--- src/design/tbhv_pkg.sv ---
`default_nettype none
// ----------------------------------------------------------------------------
// tbhv_pkg: shared types and constants of the take-back-half velocity control
// Command format between front and back, register indexes and limits.
// ----------------------------------------------------------------------------
package tbhv_pkg;

  // configuration register indexes
  localparam logic [1:0] REG_TARGET    = 2'd0;
  localparam logic [1:0] REG_GAIN      = 2'd1;
  localparam logic [1:0] REG_OPEN_LOOP = 2'd2;

  localparam int CFG_INDEX_W = 2;
  localparam int CFG_DATA_W  = 16;

  // error sign codes
  typedef logic [1:0] sign_t;
  localparam sign_t SIGN_ZERO = 2'b00;
  localparam sign_t SIGN_POS  = 2'b01;
  localparam sign_t SIGN_NEG  = 2'b11;

  // accumulator clamp, +/-127.0 in Q8.8
  localparam logic signed [15:0] ACC_LIMIT     = 16'sd32512;
  localparam logic signed [15:0] ACC_LIMIT_NEG = -16'sd32512;

  // blend weights, 154/256 and 102/256
  localparam logic signed [25:0] W_SELF = 26'sd154;
  localparam logic signed [25:0] W_BASE = 26'sd102;

  // one classified tick, front to back
  typedef struct packed {
    logic signed [16:0] err;
    logic               crossed;
    logic               first;
  } tbhv_cmd_t;

endpackage
`default_nettype wire

--- src/design/tbhv_queue.sv ---
`default_nettype none
// ----------------------------------------------------------------------------
// tbhv_queue: short command queue between front and back
// Register-based first-in first-out buffer of classified ticks.
// ----------------------------------------------------------------------------
module tbhv_queue #(
  parameter int DEPTH = 2
) (
  input  wire logic               clk,
  input  wire logic               rst,
  input  wire logic               wr,
  input  wire tbhv_pkg::tbhv_cmd_t wr_data,
  output logic                    full,
  input  wire logic               rd,
  output tbhv_pkg::tbhv_cmd_t     rd_data,
  output logic                    empty
);
  import tbhv_pkg::*;

  localparam int PTR_W = (DEPTH > 1) ? $clog2(DEPTH) : 1;
  localparam int CNT_W = $clog2(DEPTH + 1);
  localparam logic [PTR_W-1:0] PTR_LAST = PTR_W'(DEPTH - 1);
  localparam logic [CNT_W-1:0] CNT_FULL = CNT_W'(DEPTH);

  tbhv_cmd_t        slots [DEPTH];
  logic [PTR_W-1:0] wr_ptr;
  logic [PTR_W-1:0] rd_ptr;
  logic [CNT_W-1:0] count;

  assign full    = (count == CNT_FULL);
  assign empty   = (count == '0);
  assign rd_data = slots[rd_ptr];

  // storage
  always_ff @(posedge clk) begin
    if (wr && !full) begin
      slots[wr_ptr] <= wr_data;
    end
  end

  // pointers and fill count
  always_ff @(posedge clk) begin
    if (rst) begin
      wr_ptr <= '0;
      rd_ptr <= '0;
      count  <= '0;
    end else begin
      if (wr && !full) begin
        wr_ptr <= (wr_ptr == PTR_LAST) ? '0 : wr_ptr + 1'b1;
      end
      if (rd && !empty) begin
        rd_ptr <= (rd_ptr == PTR_LAST) ? '0 : rd_ptr + 1'b1;
      end
      case ({wr && !full, rd && !empty})
        2'b10:   count <= count + 1'b1;
        2'b01:   count <= count - 1'b1;
        default: count <= count;
      endcase
    end
  end

endmodule
`default_nettype wire

--- src/design/tbhv_front.sv ---
`default_nettype none
// ----------------------------------------------------------------------------
// tbhv_front: configuration registers and tick classification
// Forms the velocity error, its sign and the crossing flags per tick.
// ----------------------------------------------------------------------------
module tbhv_front (
  input  wire logic                                clk,
  input  wire logic                                rst,
  input  wire logic                                cfg_write,
  input  wire logic [tbhv_pkg::CFG_INDEX_W-1:0]    cfg_index,
  input  wire logic [tbhv_pkg::CFG_DATA_W-1:0]     cfg_data,
  input  wire logic                                push,
  input  wire logic signed [15:0]                  measured_velocity,
  input  wire logic                                q_full,
  output logic                                     q_wr,
  output tbhv_pkg::tbhv_cmd_t                      q_data,
  output logic [15:0]                              loop_gain,
  output logic signed [7:0]                        open_loop_drive
);
  import tbhv_pkg::*;

  logic signed [15:0] target_velocity;
  sign_t              prev_sign;
  logic               first_pending;
  logic signed [16:0] err;
  sign_t              err_sign;

  // error and its sign
  always_comb begin
    err = 17'(target_velocity) - 17'(measured_velocity);
    if (err == '0) begin
      err_sign = SIGN_ZERO;
    end else if (err[16]) begin
      err_sign = SIGN_NEG;
    end else begin
      err_sign = SIGN_POS;
    end
  end

  assign q_wr           = push && !q_full;
  assign q_data.err     = err;
  assign q_data.crossed = (err_sign != prev_sign);
  assign q_data.first   = first_pending;

  // configuration registers
  always_ff @(posedge clk) begin
    if (rst) begin
      target_velocity <= '0;
      loop_gain       <= '0;
      open_loop_drive <= '0;
    end else if (cfg_write) begin
      case (cfg_index)
        REG_TARGET:    target_velocity <= signed'(cfg_data);
        REG_GAIN:      loop_gain       <= cfg_data;
        REG_OPEN_LOOP: open_loop_drive <= signed'(cfg_data[7:0]);
        default:       ;
      endcase
    end
  end

  // sign history and first-crossing flag
  always_ff @(posedge clk) begin
    if (rst) begin
      prev_sign     <= SIGN_ZERO;
      first_pending <= 1'b1;
    end else begin
      if (q_wr) begin
        prev_sign <= err_sign;
        if (q_data.crossed) begin
          first_pending <= 1'b0;
        end
      end
      if (cfg_write && cfg_index == REG_TARGET) begin
        first_pending <= 1'b1;
      end
    end
  end

endmodule
`default_nettype wire

--- src/design/tbhv_back.sv ---
`default_nettype none
// ----------------------------------------------------------------------------
// tbhv_back: integration, clamp and take-back-half update
// Serial error-times-gain multiply, accumulator update and result register.
// ----------------------------------------------------------------------------
module tbhv_back (
  input  wire logic                  clk,
  input  wire logic                  rst,
  input  wire tbhv_pkg::tbhv_cmd_t   q_data,
  input  wire logic                  q_empty,
  output logic                       q_rd,
  input  wire logic [15:0]           loop_gain,
  input  wire logic signed [7:0]     open_loop_drive,
  output logic                       empty,
  input  wire logic                  pop,
  output logic signed [7:0]          drive,
  output logic signed [16:0]         velocity_error,
  output logic                       crossed
);
  import tbhv_pkg::*;

  typedef enum logic [3:0] {
    ST_IDLE = 4'b0001,
    ST_MUL  = 4'b0010,
    ST_SUM  = 4'b0100,
    ST_UPD  = 4'b1000
  } state_t;

  state_t             state;
  tbhv_cmd_t          cmd;
  logic signed [32:0] mcand;
  logic [15:0]        mplier;
  logic signed [32:0] prod;
  logic [2:0]         step;
  logic signed [15:0] acc;
  logic signed [15:0] base;
  logic signed [15:0] sum_clamp;
  logic               out_valid;
  logic signed [15:0] out_acc;

  logic signed [32:0] partial;
  logic signed [28:0] prod_q88;
  logic signed [29:0] sum_wide;
  logic signed [15:0] open_acc;
  logic signed [25:0] blend_sum;
  logic signed [15:0] acc_final;
  logic               out_free;

  assign out_free = !out_valid || pop;
  assign q_rd     = (state == ST_IDLE) && !q_empty;
  assign empty    = !out_valid;

  // two multiplier bits per cycle
  always_comb begin
    case (mplier[1:0])
      2'd0:    partial = '0;
      2'd1:    partial = mcand;
      2'd2:    partial = mcand <<< 1;
      2'd3:    partial = mcand + (mcand <<< 1);
      default: partial = '0;
    endcase
  end

  // integration and clamp
  always_comb begin
    prod_q88 = 29'(prod >>> 4);
    sum_wide = 30'(prod_q88) + 30'(acc);
    if (sum_wide > 30'(ACC_LIMIT)) begin
      sum_wide = 30'(ACC_LIMIT);
    end else if (sum_wide < 30'(ACC_LIMIT_NEG)) begin
      sum_wide = 30'(ACC_LIMIT_NEG);
    end
  end

  // crossing update
  always_comb begin
    open_acc = {open_loop_drive, 8'h00};
    if (open_acc < ACC_LIMIT_NEG) begin
      open_acc = ACC_LIMIT_NEG;
    end
    blend_sum = 26'(sum_clamp) * W_SELF + 26'(base) * W_BASE;
    if (!cmd.crossed) begin
      acc_final = sum_clamp;
    end else if (cmd.first) begin
      acc_final = open_acc;
    end else begin
      acc_final = blend_sum[23:8];
    end
  end

  // sequencer
  always_ff @(posedge clk) begin
    if (rst) begin
      state <= ST_IDLE;
      acc   <= '0;
      base  <= '0;
    end else begin
      case (state)
        ST_IDLE: begin
          if (!q_empty) begin
            state <= ST_MUL;
          end
        end
        ST_MUL: begin
          if (step == 3'd7) begin
            state <= ST_SUM;
          end
        end
        ST_SUM: begin
          state <= ST_UPD;
        end
        ST_UPD: begin
          if (out_free) begin
            acc <= acc_final;
            if (cmd.crossed) begin
              base <= acc_final;
            end
            state <= ST_IDLE;
          end
        end
        default: state <= ST_IDLE;
      endcase
    end
  end

  // datapath registers
  always_ff @(posedge clk) begin
    case (state)
      ST_IDLE: begin
        cmd    <= q_data;
        mcand  <= 33'(q_data.err);
        mplier <= loop_gain;
        prod   <= '0;
        step   <= '0;
      end
      ST_MUL: begin
        prod   <= prod + partial;
        mcand  <= mcand <<< 2;
        mplier <= mplier >> 2;
        step   <= step + 1'b1;
      end
      ST_SUM: begin
        sum_clamp <= 16'(sum_wide);
      end
      default: ;
    endcase
  end

  // result register
  always_ff @(posedge clk) begin
    if (rst) begin
      out_valid <= 1'b0;
    end else if (state == ST_UPD && out_free) begin
      out_valid <= 1'b1;
    end else if (pop) begin
      out_valid <= 1'b0;
    end
  end

  always_ff @(posedge clk) begin
    if (state == ST_UPD && out_free) begin
      out_acc        <= acc_final;
      velocity_error <= cmd.err;
      crossed        <= cmd.crossed;
    end
  end

  // drive truncated toward zero
  assign drive = out_acc[15:8] + 8'((out_acc[15] && out_acc[7:0] != 8'h00) ? 1 : 0);

  // accumulator never leaves the clamp range
  assert property (@(posedge clk) disable iff (rst)
    acc <= ACC_LIMIT && acc >= ACC_LIMIT_NEG)
    else $error("accumulator outside clamp range");

  // a crossing leaves base equal to the accumulator
  assert property (@(posedge clk) disable iff (rst)
    (state == ST_UPD && out_free && cmd.crossed) |=> (base == acc))
    else $error("crossing base not saved");

  // a waiting result is never overwritten
  assert property (@(posedge clk) disable iff (rst)
    (out_valid && !pop) |=> ($stable(out_acc) && $stable(velocity_error)))
    else $error("result overwritten before transfer");

endmodule
`default_nettype wire

--- src/design/take_back_half_velocity_control.sv ---
`default_nettype none
// ----------------------------------------------------------------------------
// take_back_half_velocity_control: take-back-half velocity controller
// Integrating drive controller with take-back-half update at error crossings.
// ----------------------------------------------------------------------------
// Each measured velocity pushed in yields one result: the drive command, the
// velocity error and a crossing flag. The front classifies a tick in the cycle
// it is pushed and queues it; the back then takes each tick through its steps:
// load, the error-times-gain multiply at two gain bits per cycle, integrate and
// clamp, then update and register the result, which waits while an earlier
// result is not yet popped. A new tick is taken only from the idle state.
// Registers are written through cfg_write, cfg_index and cfg_data; the user
// must write them only while no tick is in flight, which the block does not
// enforce; writing the target re-arms the first crossing.
module take_back_half_velocity_control #(
  parameter int QUEUE_DEPTH = 2
) (
  input  wire logic                              clk,
  input  wire logic                              rst,
  input  wire logic                              cfg_write,
  input  wire logic [tbhv_pkg::CFG_INDEX_W-1:0]  cfg_index,
  input  wire logic [tbhv_pkg::CFG_DATA_W-1:0]   cfg_data,
  input  wire logic                              push,
  output logic                                   full,
  input  wire logic signed [15:0]                measured_velocity,
  output logic                                   empty,
  input  wire logic                              pop,
  output logic signed [7:0]                      drive,
  output logic signed [16:0]                     velocity_error,
  output logic                                   crossed
);
  import tbhv_pkg::*;

  tbhv_cmd_t          q_in;
  tbhv_cmd_t          q_out;
  logic               q_wr;
  logic               q_rd;
  logic               q_empty;
  logic [15:0]        loop_gain;
  logic signed [7:0]  open_loop_drive;

  // tick classification and registers
  tbhv_front u_front (
    .clk               (clk),
    .rst               (rst),
    .cfg_write         (cfg_write),
    .cfg_index         (cfg_index),
    .cfg_data          (cfg_data),
    .push              (push),
    .measured_velocity (measured_velocity),
    .q_full            (full),
    .q_wr              (q_wr),
    .q_data            (q_in),
    .loop_gain         (loop_gain),
    .open_loop_drive   (open_loop_drive)
  );

  // decoupling queue
  tbhv_queue #(
    .DEPTH (QUEUE_DEPTH)
  ) u_queue (
    .clk     (clk),
    .rst     (rst),
    .wr      (q_wr),
    .wr_data (q_in),
    .full    (full),
    .rd      (q_rd),
    .rd_data (q_out),
    .empty   (q_empty)
  );

  // integration and crossing update
  tbhv_back u_back (
    .clk             (clk),
    .rst             (rst),
    .q_data          (q_out),
    .q_empty         (q_empty),
    .q_rd            (q_rd),
    .loop_gain       (loop_gain),
    .open_loop_drive (open_loop_drive),
    .empty           (empty),
    .pop             (pop),
    .drive           (drive),
    .velocity_error  (velocity_error),
    .crossed         (crossed)
  );

endmodule
`default_nettype wire
--- config.mk ---
export PLATFORM = sky130hd
export DESIGN_NAME = take_back_half_velocity_control
export DESIGN_NICKNAME = d
export VERILOG_FILES = /design/src/design/tbhv_pkg.sv /design/src/design/tbhv_queue.sv /design/src/design/tbhv_front.sv /design/src/design/tbhv_back.sv /design/src/design/take_back_half_velocity_control.sv
export SDC_FILE = /design/constraint.sdc
export NUM_CORES = 1
export LEC_CHECK = 0
export ABC_AREA = 1
export BUFFER_PORTS_ARGS = -buffer_cell sky130_fd_sc_hd__buf_2
export CAP_MARGIN = 30
export CORE_UTILIZATION = 50
export CTS_BUF_LIST = sky130_fd_sc_hd__clkbuf_16
export CTS_CLUSTER_SIZE = 14
export DETAILED_ROUTE_END_ITERATION = 7
export PLACE_DENSITY = 0.79
export SLEW_MARGIN = 10
export SYNTH_ARGS = -nofsm -noshare
export SYNTH_HDL_FRONTEND = slang
export SYNTH_HIERARCHICAL = 1
export SYNTH_SLANG_ARGS = --single-unit
--- constraint.sdc ---
create_clock -name clk -period 4.8 [get_ports clk]
set_clock_uncertainty 0.15 [all_clocks]
set_input_delay 0.96 -clock clk [delete_from_list [all_inputs] [get_ports clk]]
set_output_delay 0.96 -clock clk [all_outputs]
set_load 0.02 [all_outputs]
==> flow_summary.json <==
{
  "outcome": "finished with violations",
  "violations": "DRC, setup timing",
  "syn_nets": 3529,
  "r2r_end": "u_back/acc[11]",
  "final_layout_size_suffix_gt1_frac": 0.204,
  "setup_tns_ps": -11810,
  "grt_pass1_vias": 21800,
  "root_buffer": "clkbuf_16",
  "worstSetupPathType": "reg2reg",
  "num_rows": 79,
  "htreeDepth": 1,
  "dominantRegCellSynth": "edfxtp_1",
  "startpoint_type": "flip-flop",
  "hold_path.startpoint": "u_back/cmd[5]",
  "drcViolationCount": 4,
  "final_common_cell": "nand2_1",
  "vias_per_cell": 5.49,
  "dr_total_vias": 22600,
  "die_area_mm2": 0.0485,
  "worstPathRequired_ps": 5130,
  "fin_crit_ps": 5270,
  "grt.total_usage": 0.274,
  "powerDensity_mw_per_mm2": 447,
  "p_leak_nw": 14.5,
  "io_pins": 67,
  "ys_ff_latch": 277,
  "final_cell_mix": "nand2_1 (670), inv_1 (540), buf_4 (233), nor2_1 (230), a21oi_1 (215)",
  "clock_latency_ps": 590,
  "synth_warnings": 6,
  "syn_avg_cell_area_um2": 7.51,
  "dpl_worst_slack_ps": -605,
  "syn_area_mm2": 0.0238,
  "tightest_slew_ps": 904,
  "hold_depth": 0,
  "reg2reg_depth": 27,
  "place.gp.congestion": 0.947,
  "min_period_over_period": 1.10,
  "fmax_ghz": 0.190,
  "grt_pass1_wl_um": 106000,
  "area_growth_syn_to_layout_pct": 23.5,
  "synthArstFlopShare": 0,
  "clk_pin_slew_worst_paths_ps": 70,
  "cts_buffers": 31,
  "nFillCells": 3871,
  "finalMaxSlewViolations": 0,
  "routedWlPerCell_um": 16.5,
  "core_mm2": 0.0468,
  "routed_wl_um": 68100,
  "cp-end-kind": "flip-flop",
  "drtPass1Iterations": 8,
  "finalSetupViolCount": 42,
  "detailed_place_hpwl_um": 51500,
  "peakVddDrop_v": 0.000381,
  "setup_slack_ps": -466,
  "antenna_found_initial": 2,
  "drtIter0Drc": 1812,
  "min_to": "u_back/velocity_error[3]",
  "final_antenna_net_count": 0,
  "finalNetCount": 3839,
  "hold_viol": 0,
  "ys_seq_area_frac": 0.313,
  "worstReg2RegStart": "u_back/base[3]",
  "die_w_um": 220,
  "synth_cell_type_count": 60,
  "cts_tree": "done",
  "initial_utilization": 0.510,
  "cts.sinks": 277,
  "crit_arrival_ps": 5600,
  "port_buffers": 66,
  "cts_buffer_depth": 3,
  "synth_cells": 3173,
  "grt_max_degree": 63,
  "rsz0062_at_grt": "true",
  "grt_overflow_total": 0,
  "hold_class": "reg2reg",
  "cap_violations": 0,
  "slew_headroom": 0.397,
  "critPathMaxFanout": 5,
  "dieHeight_um": 220,
  "synth_edf_count": 192,
  "utilization": 0.629,
  "rrSetupSlack_ps": -470
}
## report_power, final
| part | internal [mW] | switching (mW) | total [mW] |
|---|---|---|---|
| logic | 2.38 | 4.50 | 6.89 |
| registers | 3.41 | 0.386 | 3.80 |
| clock network | 1.42 | 1.04 | 2.46 |
| total | 7.21 | 5.93 | 13.1 |
## worst max-delay path, cell delays in order (launching register included)
cell and delay (ps):
dfxtp_4 360, ha_4 280, inv_4 30, fa_1 490
inv_1 40, ha_1 280, inv_2 40, fa_1 490
inv_2 50, ha_4 300, nand4_1 180, nor3_2 320
a21oi_2 130, buf_4 170, xnor2_4 120, ha_4 280
buf_6 100, nand2_1 70, inv_2 70, nand2_2 90
nor3_4 210, nand4_1 140, nand3_2 170, a21oi_1 70
o21ai_0 120, nand3_1 170, o21bai_1 170, inv_1 60
## state kept, by name, indices dropped and copies added (netlist names), named ones only
signal and flops:
u_queue/slots 38, u_back/mcand 33, u_back/prod 33, u_back/cmd 19, u_back/velocity_error 17, u_back/acc 16
u_back/base 16, u_back/mplier 16, u_back/out_acc 16, u_back/sum_clamp 16, u_front/loop_gain 16, u_front/target_velocity 16
u_front/open_loop_drive 8, u_back/state 4, u_back/step 3, u_front/prev_sign 2, u_queue/count 2, u_back/crossed 1
u_back/out_valid 1, u_front/first_pending 1, u_queue/rd_ptr 1, u_queue/wr_ptr 1
## worst max-delay path by stage
stage,slack [ps],end,from,cells past startpoint
finish,-470,u_back/acc[11],u_back/base[3],27
detailed placement,-600,u_back/base[13],u_back/sum_clamp[11],24
floorplan,-190,u_back/out_acc[12],u_back/sum_clamp[6],27
global placement,-480,u_back/out_acc[12],u_back/sum_clamp[6],23
global route,-670,u_back/out_acc[15],u_back/sum_clamp[5],29
CTS,-370,u_back/acc[15],u_back/sum_clamp[5],31
## cell type report
type / count / area (um^2) / area share
Multi-Input combinational cell: 2278 / 15600 / 0.530
Sequential cell: 277 / 7480 / 0.254
Timing Repair Buffer: 321 / 2370 / 0.0804
Inverter: 574 / 2160 / 0.0735
Clock buffer: 33 / 826 / 0.0281
Tap cell: 607 / 759 / 0.0258
Clock inverter: 25 / 234 / 0.00795
Antenna cell: 1 / 2.50 / 0.0000851
## cells by family (layout without fill, tap and decap cells)
logic type	Yosys count	after routing	share of synthesized area
AO/OA/AOI/OAI	622	622	0.146
XOR/XNOR	61	61	0.0227
adder cells (fa/ha/maj)	317	317	0.185
buffers and inverters	618	953	0.0990
flip-flops	277	277	0.313
multiplexers	19	19	0.0106
other	0	1	0
AND/OR/NAND/NOR	1259	1259	0.222
## stage by stage
stage / std cells / area [um^2] / hold WS [ps] / power (mW)
floorplan: 3173 / 24100 / 250 / 8.29
global placement: 4021 / 26700 / 252 / 10.1
detailed placement: 4022 / 26700 / 256 / 10.2
CTS: 4103 / 28800 / 266 / 12.9
global route: 4115 / 29400 / 278 / 14.1
finish: 4116 / 29400 / 264 / 13.1
## cell usage after synthesis, types with 12 or more instances
library cell | instances | share of area
nand3_1 | 153 | 0.032
nor3_1 | 34 | 0.0071
clkbuf_1 | 35 | 0.0055
o221ai_1 | 22 | 0.0081
nand2_2 | 17 | 0.0045
o21a_1 | 17 | 0.0054
nand4_1 | 40 | 0.011
a21o_1 | 17 | 0.0054
ha_1 | 257 | 0.13
a21oi_1 | 263 | 0.055
inv_2 | 12 | 0.0019
dfxtp_1 | 85 | 0.071
o21bai_1 | 30 | 0.0095
fa_1 | 60 | 0.050
nor2_1 | 245 | 0.039
inv_1 | 559 | 0.088
edfxtp_1 | 192 | 0.24
nand2_1 | 713 | 0.11
xor2_1 | 41 | 0.015
nor2_2 | 13 | 0.0034
xnor2_1 | 19 | 0.0070
o21ai_0 | 225 | 0.047
## layer usage
layer | vias up | share of wire | GRT usage
met4 | 0 | 0.041 | 0.111
met5 | - | 0 | 0
met1 | 10600 | 0.43 | 0.350
met2 | 715 | 0.47 | 0.472
li1 | 11200 | - | -
met3 | 156 | 0.058 | 0.0289
## timing repair
item	in CTS	in global routing
hold buffers	0	0
gates resized for setup	205	108
setup buffers	25	11
setup endpoints to repair	42	53
pin swaps	72	54
(Power assumes the default switching activity.)
